File: src/sv/flash_thermometer_counter_assert.svh
// Assertion macros shared by the flash thermometer counter RTL.
`ifndef FLASH_THERMOMETER_COUNTER_ASSERT_SVH
`define FLASH_THERMOMETER_COUNTER_ASSERT_SVH

// Same-cycle implication, checked outside reset.
`define FTC_ASSERT_NOW(label, ante, cons, msg) \
  label: assert property (@(posedge clk) disable iff (rst) (ante) |-> (cons)) \
    else $error(msg);

// Next-cycle implication, checked outside reset.
`define FTC_ASSERT_NEXT(label, ante, cons, msg) \
  label: assert property (@(posedge clk) disable iff (rst) (ante) |=> (cons)) \
    else $error(msg);

`endif

File: src/sv/ftc_pkg.sv
// Types and constants of the flash thermometer counter.
package ftc_pkg;

  // Sector and page sizes in bytes; both are powers of two.
  localparam int SECTOR_BYTES = 4096;
  localparam int PAGE_BYTES   = 256;

  localparam int COUNT_LIMIT  = (SECTOR_BYTES * 8 < 32768) ? SECTOR_BYTES * 8 : 32768;
  localparam int PAGE_COUNTS  = PAGE_BYTES * 8;
  localparam int PAGE_LOG2    = $clog2(PAGE_BYTES);
  localparam int PCNT_LOG2    = $clog2(PAGE_COUNTS);

  // Field widths.
  localparam int ADDR_W = 24;
  localparam int CNT_W  = 15;
  localparam int ZB_W   = 9;

  // Internal widths.
  localparam int POS_W  = $clog2(SECTOR_BYTES + 1);
  localparam int VAL_W  = POS_W + 3;
  localparam int NEXT_W = CNT_W + 1;
  localparam int BIDX_W = NEXT_W - 3;

  localparam logic ACTION_SCAN = 1'b0;
  localparam logic ACTION_INCR = 1'b1;

  typedef enum logic [1:0] {
    KIND_VALUE   = 2'd0,
    KIND_PROGRAM = 2'd1,
    KIND_ERASE   = 2'd2,
    KIND_REJECT  = 2'd3
  } kind_t;

  // Cleared low bits of a left-aligned mask; 8 marks an invalid byte.
  function automatic logic [3:0] mask_depth(input logic [7:0] b);
    logic [3:0] d;
    d = 4'd8;
    for (int k = 7; k >= 0; k--) begin
      if (b == 8'(8'hFF << k)) begin
        d = 4'(k);
      end
    end
    return d;
  endfunction

endpackage

File: src/sv/ftc_ifs.sv
// Request and result channel interfaces of the flash thermometer counter.
interface ftc_req_if;
  logic       valid;
  logic       ready;
  logic       action;
  logic [7:0] byte_data;
  logic       last_byte;

  modport source (output valid, action, byte_data, last_byte, input ready);
  modport sink   (input valid, action, byte_data, last_byte, output ready);
endinterface

interface ftc_rsp_if;
  logic                         valid;
  logic                         ready;
  ftc_pkg::kind_t               kind;
  logic [ftc_pkg::CNT_W-1:0]    count_value;
  logic [ftc_pkg::ADDR_W-1:0]   page_address;
  logic [ftc_pkg::ZB_W-1:0]     zero_bytes;
  logic [7:0]                   edge_byte;

  modport source (output valid, kind, count_value, page_address, zero_bytes, edge_byte,
                  input ready);
  modport sink   (input valid, kind, count_value, page_address, zero_bytes, edge_byte,
                  output ready);
endinterface

File: src/sv/flash_thermometer_counter.sv
// Flash thermometer counter: sector scan decoder and increment page planner.
//
//   channel  direction  carries
//   req      in         action, byte_data, last_byte
//   rsp      out        kind, count_value, page_address, zero_bytes, edge_byte
//   cfg      in         sector_base write (cfg_we, cfg_wdata)
//
// Each request is decoded combinationally; a result appears in the result register
// on the cycle after its request is accepted, and a new request may follow
// every cycle. A held result only blocks new requests while rsp.ready is low.
// Reset clears the counter, the scan tracking and sector_base.
module flash_thermometer_counter (
  input  logic                       clk,
  input  logic                       rst,
  ftc_req_if.sink                    req,
  ftc_rsp_if.source                  rsp,
  input  logic                       cfg_we,
  input  logic [ftc_pkg::ADDR_W-1:0] cfg_wdata
);
  import ftc_pkg::*;

  `include "flash_thermometer_counter_assert.svh"

  logic [ADDR_W-1:0] sector_base;
  logic [CNT_W-1:0]  counter, counter_next;
  logic              counter_known, counter_known_next;
  logic [POS_W-1:0]  scan_position, scan_position_next;
  logic              found_nonzero, found_nonzero_next;
  logic [POS_W-1:0]  found_position, found_position_next;
  logic [7:0]        found_value, found_value_next;
  logic              scan_bad, scan_bad_next;

  logic              out_valid;
  kind_t             out_kind, res_kind;
  logic [CNT_W-1:0]  out_count;
  logic [ADDR_W-1:0] out_addr, res_addr;
  logic [ZB_W-1:0]   out_zeros, res_zeros;
  logic [7:0]        out_edge, res_edge;
  logic              res_valid;

  logic              accept;
  logic [3:0]        depth;
  logic [VAL_W-1:0]  value;
  logic [NEXT_W-1:0] incr;
  logic              at_boundary;
  logic [BIDX_W-1:0] byte_index;
  logic [BIDX_W-1:0] page_start;

  assign req.ready = !out_valid || rsp.ready;
  assign accept    = req.valid && req.ready;

  assign rsp.valid        = out_valid;
  assign rsp.kind         = out_kind;
  assign rsp.count_value  = out_count;
  assign rsp.page_address = out_addr;
  assign rsp.zero_bytes   = out_zeros;
  assign rsp.edge_byte    = out_edge;

  always_comb begin
    counter_next        = counter;
    counter_known_next  = counter_known;
    scan_position_next  = scan_position;
    found_nonzero_next  = found_nonzero;
    found_position_next = found_position;
    found_value_next    = found_value;
    scan_bad_next       = scan_bad;
    res_valid           = 1'b0;
    res_kind            = KIND_VALUE;
    res_addr            = '0;
    res_zeros           = '0;
    res_edge            = '0;
    depth               = '0;
    value               = '0;

    incr        = NEXT_W'(counter) + NEXT_W'(1);
    at_boundary = (incr[PCNT_LOG2-1:0] == '0);
    // At a page boundary the page just filled is written all zero.
    byte_index  = at_boundary ? BIDX_W'((incr - NEXT_W'(PAGE_COUNTS)) >> 3)
                              : BIDX_W'(incr >> 3);
    page_start  = (byte_index >> PAGE_LOG2) << PAGE_LOG2;

    if (req.action == ACTION_SCAN) begin
      if (!found_nonzero) begin
        if (req.byte_data != 8'h00) begin
          found_nonzero_next  = 1'b1;
          found_position_next = scan_position;
          found_value_next    = req.byte_data;
        end
      end else if (req.byte_data != 8'hFF) begin
        scan_bad_next = 1'b1;
      end
      if (scan_position < POS_W'(SECTOR_BYTES)) begin
        scan_position_next = scan_position + POS_W'(1);
      end
      depth = mask_depth(found_value_next);
      value = {found_position_next, 3'b000} + VAL_W'(depth);
      if (req.last_byte) begin
        res_valid          = 1'b1;
        counter_known_next = 1'b1;
        if (!found_nonzero_next || scan_bad_next || depth[3] ||
            value >= VAL_W'(COUNT_LIMIT)) begin
          counter_next = '0;
          res_kind     = KIND_ERASE;
          res_addr     = sector_base;
        end else begin
          counter_next = CNT_W'(value);
          res_kind     = KIND_VALUE;
        end
        scan_position_next  = '0;
        found_nonzero_next  = 1'b0;
        found_position_next = '0;
        found_value_next    = '0;
        scan_bad_next       = 1'b0;
      end
    end else begin
      res_valid = 1'b1;
      if (!counter_known) begin
        res_kind = KIND_REJECT;
      end else if (incr >= NEXT_W'(COUNT_LIMIT)) begin
        counter_next = '0;
        res_kind     = KIND_ERASE;
        res_addr     = sector_base;
      end else begin
        counter_next = CNT_W'(incr);
        res_kind     = KIND_PROGRAM;
        res_addr     = sector_base + ADDR_W'(page_start);
        if (at_boundary) begin
          res_zeros = ZB_W'(PAGE_BYTES);
        end else begin
          res_zeros = ZB_W'(byte_index[PAGE_LOG2-1:0]);
          res_edge  = 8'(8'hFF << incr[2:0]);
        end
      end
    end
  end

  always_ff @(posedge clk) begin
    if (rst) begin
      sector_base    <= '0;
      counter        <= '0;
      counter_known  <= 1'b0;
      scan_position  <= '0;
      found_nonzero  <= 1'b0;
      found_position <= '0;
      found_value    <= '0;
      scan_bad       <= 1'b0;
      out_valid      <= 1'b0;
    end else begin
      if (cfg_we) begin
        sector_base <= cfg_wdata;
      end
      if (accept) begin
        counter        <= counter_next;
        counter_known  <= counter_known_next;
        scan_position  <= scan_position_next;
        found_nonzero  <= found_nonzero_next;
        found_position <= found_position_next;
        found_value    <= found_value_next;
        scan_bad       <= scan_bad_next;
      end
      if (accept && res_valid) begin
        out_valid <= 1'b1;
      end else if (rsp.ready) begin
        out_valid <= 1'b0;
      end
    end
  end

  always_ff @(posedge clk) begin
    if (accept && res_valid) begin
      out_kind  <= res_kind;
      out_count <= counter_next;
      out_addr  <= res_addr;
      out_zeros <= res_zeros;
      out_edge  <= res_edge;
    end
  end

  `FTC_ASSERT_NEXT(a_reject_before_scan, accept && req.action == ACTION_INCR && !counter_known, rsp.valid && rsp.kind == KIND_REJECT, "increment before scan was not rejected")
  `FTC_ASSERT_NEXT(a_scan_end_known, accept && req.action == ACTION_SCAN && req.last_byte, counter_known && scan_position == '0 && rsp.valid, "scan end did not settle the counter")
  `FTC_ASSERT_NOW(a_erase_zero, rsp.valid && rsp.kind == KIND_ERASE, rsp.count_value == '0 && rsp.zero_bytes == '0, "erase result carries a nonzero count")
  `FTC_ASSERT_NOW(a_page_bounds, rsp.valid && rsp.kind == KIND_PROGRAM, rsp.zero_bytes <= ZB_W'(PAGE_BYTES), "page image zero run exceeds the page")
  `FTC_ASSERT_NOW(a_pos_bound, 1'b1, scan_position <= POS_W'(SECTOR_BYTES), "scan position past sector size")

endmodule
File: src/flat_wrapper.sv
// flat-port wrapper written by rule: the top's interface ports become plain ports
module flash_thermometer_counter_flat import ftc_pkg::*;
  (clk, rst, cfg_we, cfg_wdata, req_valid, req_action, req_byte_data, req_last_byte, req_ready, rsp_valid, rsp_kind, rsp_count_value, rsp_page_address, rsp_zero_bytes, rsp_edge_byte, rsp_ready);
  ftc_req_if req_i ();
  ftc_rsp_if rsp_i ();
  input  logic clk;
  input  logic rst;
  input  logic cfg_we;
  input  logic [ftc_pkg::ADDR_W-1:0] cfg_wdata;
  input wire logic [$bits(req_i.valid)-1:0] req_valid;
  input wire logic [$bits(req_i.action)-1:0] req_action;
  input wire logic [$bits(req_i.byte_data)-1:0] req_byte_data;
  input wire logic [$bits(req_i.last_byte)-1:0] req_last_byte;
  output wire logic [$bits(req_i.ready)-1:0] req_ready;
  output wire logic [$bits(rsp_i.valid)-1:0] rsp_valid;
  output wire logic [$bits(rsp_i.kind)-1:0] rsp_kind;
  output wire logic [$bits(rsp_i.count_value)-1:0] rsp_count_value;
  output wire logic [$bits(rsp_i.page_address)-1:0] rsp_page_address;
  output wire logic [$bits(rsp_i.zero_bytes)-1:0] rsp_zero_bytes;
  output wire logic [$bits(rsp_i.edge_byte)-1:0] rsp_edge_byte;
  input wire logic [$bits(rsp_i.ready)-1:0] rsp_ready;
  assign req_i.valid = req_valid;
  assign req_i.action = req_action;
  assign req_i.byte_data = req_byte_data;
  assign req_i.last_byte = req_last_byte;
  assign req_ready = req_i.ready;
  assign rsp_valid = rsp_i.valid;
  assign rsp_kind = rsp_i.kind;
  assign rsp_count_value = rsp_i.count_value;
  assign rsp_page_address = rsp_i.page_address;
  assign rsp_zero_bytes = rsp_i.zero_bytes;
  assign rsp_edge_byte = rsp_i.edge_byte;
  assign rsp_i.ready = rsp_ready;
  flash_thermometer_counter u_core (.clk(clk), .rst(rst), .req(req_i), .rsp(rsp_i), .cfg_we(cfg_we), .cfg_wdata(cfg_wdata));
endmodule
File: config.mk
export PLATFORM = sky130hd
export DESIGN_NAME = flash_thermometer_counter_flat
export DESIGN_NICKNAME = d
export VERILOG_FILES = /design/src/sv/ftc_pkg.sv /design/src/sv/ftc_ifs.sv /design/src/sv/flash_thermometer_counter.sv /design/src/flat_wrapper.sv
export VERILOG_INCLUDE_DIRS = /design/src /design/src/sv
export SDC_FILE = /design/constraint.sdc
export NUM_CORES = 1
export LEC_CHECK = 0
export BUFFER_PORTS_ARGS = -buffer_cell sky130_fd_sc_hd__buf_2
export CAP_MARGIN = 30
export CORE_MARGIN = 5
export CORE_UTILIZATION = 63
export DETAILED_ROUTE_END_ITERATION = 16
export GPL_ROUTABILITY_DRIVEN = 0
export PLACE_DENSITY = 0.86
export SLEW_MARGIN = 20
export SYNTH_ARGS = -nofsm -noshare
export SYNTH_HDL_FRONTEND = slang
export SYNTH_SLANG_ARGS = --single-unit
File: constraint.sdc
create_clock -name clk -period 7.4 [get_ports clk]
set_clock_uncertainty 0.1 [all_clocks]
set_input_delay 1.48 -clock clk [delete_from_list [all_inputs] [get_ports clk]]
set_output_delay 1.48 -clock clk [all_outputs]
set_load 0.03 [all_outputs]
# Word-level counts from Yosys, hierarchy flattened
# Cells that the tools add are included.
op_classes:
  n_addsub: 5
  magnitude_cmp: 3
  n_eq_ne: 9
  shift: 1
  mux: 48
  n_bitwise: 2
  reduce_logical: 17
ops:
  columns: ["op", "n"]
  rows:
  - ["$mux 24", 5]
  - ["$mux 13", 7]
  - ["$mux 15", 5]
  - ["$eq 8x8->1 const B", 8]
  - ["$mux 4", 9]
  - ["$ge 16x16->1 const B", 2]
  - ["$mux 8", 4]
  - ["$add 24x13->24", 1]
  - ["$add 15x1->16 const B", 1]
  - ["$add 16x4->16", 1]
  - ["$sub 16x12->16 const B", 1]
  - ["$add 13x1->13 const B", 1]
  - ["$lt 13x13->1 const B", 1]
  - ["$mux 1", 12]
  - ["$logic_not 11->1", 1]
  - ["$mux 2", 5]
  - ["$mux 9", 1]
  - ["$ne 8x8->1 const B", 1]
  - ["$reduce_bool 8->1", 1]
  - ["$shl 8x3->8 const A", 1]
  - ["$reduce_and 3->1", 2]
  - ["$logic_or 1x1->1", 4]
  - ["$reduce_bool 2->1", 2]
  - ["$reduce_or 4->1", 1]
  - ["5 further kinds", 8]
word_totals:
  register_bits: 135
  inputBits: 39
  out_inout_bits: 60

# Depth between registers and ports, before layout
# Gate-level depths: netlist of run 1.
logic_depth:
  word_depth: 20
  depth_mapped: 16

# Least setup slack after synthesis of run 1
# OpenSTA, ideal clock, no wires.
synth_path:
  path_type: "in2reg"
  startpoint: "in req_byte_data[4]"
  endpoint: "reg u_core.out_addr[18], in the netlist u_core.rsp.page_address[18], data pin"
  arrival_ns: 4.959
  path_slack_ns: 2.064
  cell_stages: 15
  n_path_buf: 2
  path_cell_list: "clkbuf_1 nor4_2 o211ai_1 a22oi_1 o32ai_4 inv_4 ha_1 ha_1 nand4_1 o31a_1 or3_1 a21o_1 o21ai_0 buf_2 o211ai_1"
synth_via:
  elab_chain_len: 20
  word_cells_on_any_way: 40
synth_lines:
  columns: ["element", "line", "rtl"]
  rows:
  - ["start, declared", "flat_wrapper.sv:12", "input wire logic [$bits(req_i.byte_data)-1:0] req_byte_data;"]
  - ["$reduce_bool 8->1", "flash_thermometer_counter.sv:84", "if (req.byte_data != 8'h00) begin"]
  - ["$mux 8", "flash_thermometer_counter.sv:84", null]
  - ["$mux 8", "flash_thermometer_counter.sv:83", "if (!found_nonzero) begin"]
  - ["$mux 8", "flash_thermometer_counter.sv:82", "if (req.action == ACTION_SCAN) begin"]
  - ["$eq 8x8->1", "ftc_pkg.sv:39", "if (b == 8'(8'hFF << k)) begin"]
  - ["$mux 4 (8 in series)", "ftc_pkg.sv:39", null]
  - ["$mux 4", "flash_thermometer_counter.sv:82", null]
  - ["$add 16x4->16", "flash_thermometer_counter.sv:96", "value = {found_position_next, 3'b000} + VAL_W'(depth);"]
  - ["$ge 16x16->1", "flash_thermometer_counter.sv:101", "value >= VAL_W'(COUNT_LIMIT)) begin"]
  - ["$logic_or 1x1->1 *", "flash_thermometer_counter.sv:100", "if (!found_nonzero_next || scan_bad_next || depth[3] ||"]
  - ["$mux 24 *", "flash_thermometer_counter.sv:100", null]
  - ["$mux 24 *", "flash_thermometer_counter.sv:97", "if (req.last_byte) begin"]
  - ["$mux 24 *", "flash_thermometer_counter.sv:82", null]
  - ["via u_core.res_addr[18]", "flash_thermometer_counter.sv:36", "logic [ADDR_W-1:0] out_addr, res_addr;"]
  - ["end signal, assigned", "flash_thermometer_counter.sv:173", "out_addr <= res_addr;"]
  - ["end, declared", "flash_thermometer_counter.sv:36", null]
# The timed path passes the listed nets; every way through them passes the cells marked *. The select of a mux whose other input is x is not followed.
# A chain may end at the register's enable or synchronous reset.

# Worst setup path in the final report of run 1
layout_path:
  startpoint: "in req_byte_data[5]"
  endpoint: "reg u_core.out_count[12], in the netlist u_core.rsp.count_value[12], data pin"
layout_via:
  elab_chain_len: 20
  word_cells_on_any_way: 40
layout_lines:
  columns: ["element", "line", "rtl"]
  rows:
  - ["$reduce_bool 8->1", "flash_thermometer_counter.sv:84", null]
  - ["$mux 8", "flash_thermometer_counter.sv:84", null]
  - ["$mux 8", "flash_thermometer_counter.sv:83", null]
  - ["$mux 8", "flash_thermometer_counter.sv:82", null]
  - ["$eq 8x8->1", "ftc_pkg.sv:39", null]
  - ["$mux 4 (8 in series)", "ftc_pkg.sv:39", null]
  - ["$mux 4", "flash_thermometer_counter.sv:82", null]
  - ["$add 16x4->16", "flash_thermometer_counter.sv:96", null]
  - ["$ge 16x16->1", "flash_thermometer_counter.sv:101", null]
  - ["$logic_or 1x1->1", "flash_thermometer_counter.sv:100", null]
  - ["$mux 15 *", "flash_thermometer_counter.sv:100", null]
  - ["$mux 15 *", "flash_thermometer_counter.sv:97", null]
  - ["$mux 15 *", "flash_thermometer_counter.sv:82", null]
  - ["via u_core.counter_next[12]", "flash_thermometer_counter.sv:25", "logic [CNT_W-1:0] counter, counter_next;"]
  - ["end signal, assigned", "flash_thermometer_counter.sv:172", "out_count <= counter_next;"]
  - ["end, declared", "flash_thermometer_counter.sv:35", "logic [CNT_W-1:0] out_count;"]
# Marked as above.

==> results.sh, run 1 <==
export IMPL_outcome="completed"
export IMPL_clock_transition_at_the_register_clock_pins_on_the_worst_setup_and_hold_paths_after_cts_ps=60
export IMPL_proportion_of_synthesized_chip_area_in_sequential_cells=0.442
export IMPL_first_global_vias=6414
export IMPL_synth_seq_cells=135
export IMPL_final_cell_count_no_fill=1042
export IMPL_synth_warnings=0
export IMPL_setup_violations=0
export IMPL_dominant_synthesized_flop_cell="dfxtp_1"
export IMPL_post_layout_total_power_mw=1.95
export IMPL_initial_utilization=0.648
export IMPL_syn_area_um2=7430
export IMPL_slew_limit_headroom=0.378
export IMPL_final_min_period_over_clock_period=0.747
export IMPL_post_synth_inst_count=814
export IMPL_timing_max_transition_violations_final=0
export IMPL_setup_tns_ps=0
export IMPL_vias_per_cell=6.53
export IMPL_tritoncts="built"
export IMPL_globalRoute_totalOverflow=0
export IMPL_complex_gate_fraction_of_the_synthesized_area=0.178
export IMPL_synth_simple_gate_area_share=0.205
export IMPL_gr_usage_all_layers=0.275
export IMPL_antenna_cells=0
export IMPL_yosysUniqueCellTypes=74
export IMPL_kind_of_path_behind_the_tightest_hold_check="reg2reg"
export IMPL_timing_hold_violations_final=0
export IMPL_vdd_drop_max_mv=0.296
export IMPL_cp_arrival_ps=5680
export IMPL_hpwl_um=13800
export IMPL_postSynthAreaPerCell_um2=9.12
export IMPL_timing_final_crit_period_ps=5530
export IMPL_grt_setup_unrepaired="false"
export IMPL_holdBufCountCts=0
export IMPL_synth_edff_count=58
export IMPL_cts_resized=0
export IMPL_number_of_buffers_created_by_cts=17
export IMPL_timing_setup_critical_path_class="in2reg"
export IMPL_muxShareOfSynthArea=0.0539
export IMPL_layout_cells_most_common="nor2_1"
export IMPL_area_growth_from_synthesis_to_layout_pct=15.7
export IMPL_worst_skew_pair_latency_ps=420
export IMPL_worst_endpoint_required_time_ps=7550
export IMPL_die_w_um=119
export IMPL_post_synth_xor_area_fraction=0.0554
export IMPL_grt_first_pass_wirelength_um=32000
export IMPL_cts_buffer_depth=2
export IMPL_crit_path_end_kind="register"
export IMPL_top_level_ports=99
export IMPL_power_per_cell_area_nw_per_um2=227
export IMPL_routed_wire_length_per_instance_um=18.9
export IMPL_critPathLaunchType="input port"
export IMPL_postLayoutSetupSlackWorst_ps=1870
export IMPL_htree_num_levels=4
export IMPL_leakagePower_nw=3.32
export IMPL_synth_adder_area_share=0.0229
export IMPL_setup_ws_pre_cts_ps=1620
export IMPL_detail_route_antenna_nets=0
export IMPL_clock_sinks=135
export IMPL_maxCapViolations=0
export IMPL_detail_route_wirelength_um=19700
export IMPL_route_detailed_drc=0
export IMPL_placeableCoreArea_um2=11500
export IMPL_final_hold_worst_slack_ps=396
export IMPL_clk_root_buffer_cell="clkbuf_16"
export IMPL_placement_io_buffers=98
export IMPL_synth_async_reset_ratio=0
export IMPL_nets=938
export IMPL_place_detailed_instances=1010
export IMPL_post_cts_repair_setup_buffers=0
export IMPL_detailedRoute_firstPassIterationCount=6
export IMPL_drive_above_1_share=0.178
export IMPL_rows=39
export IMPL_synth_top_family_by_area="simple AND/OR/NAND/NOR gates"
export IMPL_fp_dieArea_um2=14100
export IMPL_grt_max_degree=66
export IMPL_grt_antenna_before_repair=0
export IMPL_die_y_um=119
export IMPL_path_max_fanout=9
export IMPL_worst_slew_pin_transition_ps=930
export IMPL_detailroute_via_count=6809
export IMPL_starting_drc_count_in_detailed_routing=787
export IMPL_postSynthNetCount=866
export IMPL_most_common_layout_cells="nor2_1 (119), buf_2 (98), dfxtp_1 (77)"
export IMPL_max_freq_mhz=181
-- logic make-up after synthesis --
kind of cell             after synthesis
AND/OR/NAND/NOR                      314
AO/OA/AOI/OAI                        186
flip-flops                           135
buffers and inverters                 80
XOR/XNOR                              47
multiplexers                          39
adder cells (fa/ha/maj)               13
-- path summary, 6_finish.rpt --
kind	slack, ps	start	endpoint	cells past startpoint
hold / removal	400	u_core.sector_base[3]	u_core.sector_base[3]	2
setup reg to reg	2590	u_core.found_nonzero	u_core.rsp.count_value[12]	13
setup / recovery	1870	req_byte_data[5]	u_core.rsp.count_value[12]	14
hold reg to reg	400	u_core.sector_base[3]	u_core.sector_base[3]	2
-- worst max-delay path, cell delays in order --
cell and delay, ps:
buf_2 150, nor4_2 660, o211ai_1 240, a22oi_1 340
o32ai_4 210, inv_4 130, ha_1 240, ha_1 300
nand4_1 160, o31a_1 260, or3_1 390, a211oi_2 470
nand2_1 350, o31ai_1 310
-- registers in the layout, summed over array words and instances, names as in the netlist, 2 cells and up --
register                 cells
u_core.found_position       13
u_core.rsp.kind              2
u_core.scan_position        13
u_core.rsp.edge_byte         8
u_core.rsp.count_value      15
u_core.sector_base          24
u_core.rsp.page_address     24
u_core.rsp.zero_bytes        9
u_core.found_value           8
u_core.counter              15
-- synth_stat cells, types with 3 or more instances --
library cell  number  area share
nor3_1            21       0.014
xor2_1            22       0.026
and4_1             5      0.0059
a31o_2             5      0.0059
inv_1             25       0.013
nand2_1           66       0.033
a32oi_1            3      0.0035
or4_1              3      0.0030
o21ai_1            4      0.0027
a221o_1            3      0.0040
nand4_1           21       0.018
nor4_1            11      0.0093
o31a_1             4      0.0047
buf_2              8      0.0054
a31oi_1            5      0.0042
o21ai_0           34       0.023
nand2b_1           3      0.0025
clkbuf_1          41       0.021
nand3_1           25       0.017
nor4b_1            5      0.0059
o31ai_1            5      0.0051
and3_1             5      0.0042
mux2_2             4      0.0061
o22ai_1            3      0.0025
a21boi_0          10       0.010
edfxtp_1          58        0.23
xnor2_1           25       0.029
ha_1              12       0.020
o211ai_1          10       0.010
nor2_1           120       0.061
o221ai_1           3      0.0035
mux2i_1           34       0.046
a22oi_1           25       0.025
nor2b_1            6      0.0051
dfxtp_1           77        0.21
nor3b_1            3      0.0030
o21a_1             3      0.0030
a21oi_1           30       0.020
buf_1              4      0.0020
a21o_1            12       0.012
or3_1              6      0.0051
a211o_1            5      0.0059
-- metrics by stage --
stage	util	instance area, µm²
final	0.749	8590
after detailed placement	0.694	7960
after floorplan	-	7430
after global placement	0.693	7940
after CTS	0.749	8590
after global routing	0.749	8590
-- where the power goes --
part / switching [mW] / internal, mW / leakage, nW
Combinational: 0.139 / 0.0647 / 1.82
Sequential: 0.0238 / 0.810 / 1.20
Clock: 0.317 / 0.592 / 0.302
Total: 0.480 / 1.47 / 3.32
-- metal layers --
metal,vias to the layer above,GRT usage,part of all wire
met5,-,0,0
met4,0,0.106,0.031
met3,65,0.0669,0.095
met2,429,0.465,0.50
met1,3194,0.339,0.38
li1,3121,-,-
-- area by class of cell --
cell class | instances | area (µm²)
clock inverters | 15 | 208
inverters | 26 | 100
well taps | 143 | 179
clock buffers | 17 | 425
multi-input cells | 599 | 3840
flip-flops and latches | 135 | 3280
repair buffers | 107 | 562
fillers | 794 | 2870
(Power assumes the default switching activity.)
==> run 2, diff against run 1 <==
CORE_UTILIZATION = 58   (was 63)
PLACE_DENSITY = 0.8   (was 0.86)
clock period = 5.5 ns   (was 7.4 ns; I/O delays follow)
==> run 2 against run 1 <==
  * Count of clock-buffer cells in the layout grew 6
  * Largest power group is now registers
  * Worst setup slack lost 1100 ps
  * Final cell count grew 3.0%
  * Non-clock buffer count grew 2
  * Clock power grew 19%
  * Wire length shrank 4.6%
  * Combinational power grew 33%
  * Via count shrank 4.2%
  * Worst hold slack lost 10 ps
==> results.sh, run 2 (synthesized netlist as in run 1, its figures left out) <==
export IMPL_timing_critical_path_slowest_cell_delay_ps=460
export IMPL_clock_transition_at_the_register_clock_pins_on_the_worst_setup_and_hold_paths_after_cts_ps=60
export IMPL_most_common_layout_cells="nor2_1 (119), buf_2 (99), dfxtp_1 (77)"
export IMPL_grt_setup_unrepaired="false"
export IMPL_fp_dieArea_um2=15200
export IMPL_fin_util=0.682
export IMPL_detailroute_via_count=6526
export IMPL_cp_arrival_ps=4770
export IMPL_clock_sinks=135
export IMPL_setup_violations=0
export IMPL_slew_limit_headroom=0.335
export IMPL_nets=940
export IMPL_placement_io_buffers=98
export IMPL_vias_per_cell=6.08
export IMPL_crit_chain="buf_2 -> nor4_4 -> a31o_2 -> mux2_4 -> o32ai_4 -> inv_4 -> ha_1 -> ha_1 -> nand4_1 -> nor4_1 -> or3_1 -> a21o_1 -> o21a_1 -> a221o_1"
export IMPL_die_y_um=123
export IMPL_grt_first_pass_wirelength_um=30300
export IMPL_grt_max_degree=46
export IMPL_crit_path_top_delay_cell="nor4_4"
export IMPL_drive_above_1_share=0.178
export IMPL_final_min_period_over_clock_period=0.856
export IMPL_clk_root_buffer_cell="clkbuf_16"
export IMPL_timing_max_transition_violations_final=0
export IMPL_die_w_um=123
export IMPL_cts_buffer_depth=2
export IMPL_leakagePower_nw=3.31
export IMPL_routed_wire_length_per_instance_um=17.5
export IMPL_grt_antenna_before_repair=1
export IMPL_max_freq_mhz=212
export IMPL_post_cts_repair_setup_buffers=0
export IMPL_antenna_cells=0
export IMPL_top_level_ports=99
export IMPL_first_global_vias=6226
export IMPL_worst_endpoint_required_time_ps=5560
export IMPL_worst_skew_pair_latency_ps=420
export IMPL_maxCapViolations=0
export IMPL_timing_setup_critical_path_class="in2reg"
export IMPL_path_max_fanout=9
export IMPL_detail_route_wirelength_um=18800
export IMPL_initial_utilization=0.591
export IMPL_timing_hold_violations_final=0
export IMPL_kind_of_path_behind_the_tightest_hold_check="reg2reg"
export IMPL_hpwl_um=13500
export IMPL_starting_drc_count_in_detailed_routing=589
export IMPL_placeableCoreArea_um2=12600
export IMPL_worst_slew_pin_transition_ps=994
export IMPL_vdd_drop_max_mv=0.214
export IMPL_tritoncts="built"
export IMPL_critPathLaunchType="input port"
export IMPL_setup_tns_ps=0
export IMPL_area_growth_from_synthesis_to_layout_pct=15.5
export IMPL_detail_route_antenna_nets=0
export IMPL_power_per_cell_area_nw_per_um2=289
export IMPL_timing_final_crit_period_ps=4710
export IMPL_crit_path_end_kind="register"
export IMPL_detailedRoute_firstPassIterationCount=6
export IMPL_holdBufCountCts=0
export IMPL_globalRoute_totalOverflow=0
export IMPL_outcome="completed"
export IMPL_htree_num_levels=4
export IMPL_cts_resized=0
export IMPL_route_detailed_drc=0
export IMPL_layout_cells_most_common="nor2_1"
export IMPL_gr_usage_all_layers=0.253
export IMPL_rows=41
export IMPL_critical_path_top_cell_by_count="ha_1"
export IMPL_number_of_buffers_created_by_cts=17
## run 2: changes by cell type in the layout (fill, tap and decap cells not counted), moves of 2 or more
cell        delta
bufinv_16      -4
clkbuf_1       +2
clkbuf_8       +3
clkinv_2       +2
clkinvlp_4     -3
## run 2: layer usage
layer  vias to the layer above  global-route usage  wire length [µm]
li1                       3127                   -                 -
met1                      3047               0.326              7770
met2                       293               0.402              9010
met3                        57              0.0727              1520
met4                         2              0.0997               510
met5                         -                   0                13
## run 2: report_power, final
group | internal (mW) | switching [mW]
registers | 1.09 | 0.0316
logic | 0.0874 | 0.184
clock network | 0.677 | 0.408
total | 1.86 | 0.623
## run 2: layout make-up
cell class,instances,area [µm²]
multi-input cells,599,3830
repair buffers,109,574
clock inverters,9,71.3
well taps,172,215
fillers,979,3990
flip-flops and latches,135,3280
clock buffers,23,499
inverters,26,100
## run 2: metrics by stage
step	total power, mW	setup slack [ps]	hold slack (ps)	cells	area, µm²
after floorplan	1.33	544	353	814	7430
after global placement	1.40	574	371	1039	7990
after detailed placement	1.41	421	380	1041	8000
after CTS	2.48	846	393	1073	8570
after global routing	2.56	549	425	1073	8580
final	2.48	793	386	1073	8580
## run 2: worst max-delay path, delay by kind of cell
family / cells / cell delay [ps]
AO/OA/AOI/OAI: 5 / 1560
AND/OR/NAND/NOR: 4 / 1030
adder cells (fa/ha/maj): 2 / 530
multiplexers: 1 / 330
buffers and inverters: 2 / 230
## run 2: path summary, 6_finish.rpt
kind / from / end / slack [ps] / cells after the start
setup reg to reg: u_core.found_nonzero / u_core.rsp.page_address[20] / 840 / 13
setup / recovery: req_byte_data[1] / u_core.rsp.page_address[20] / 790 / 14
hold reg to reg: u_core.sector_base[4] / u_core.sector_base[4] / 390 / 2
hold / removal: u_core.sector_base[4] / u_core.sector_base[4] / 390 / 2
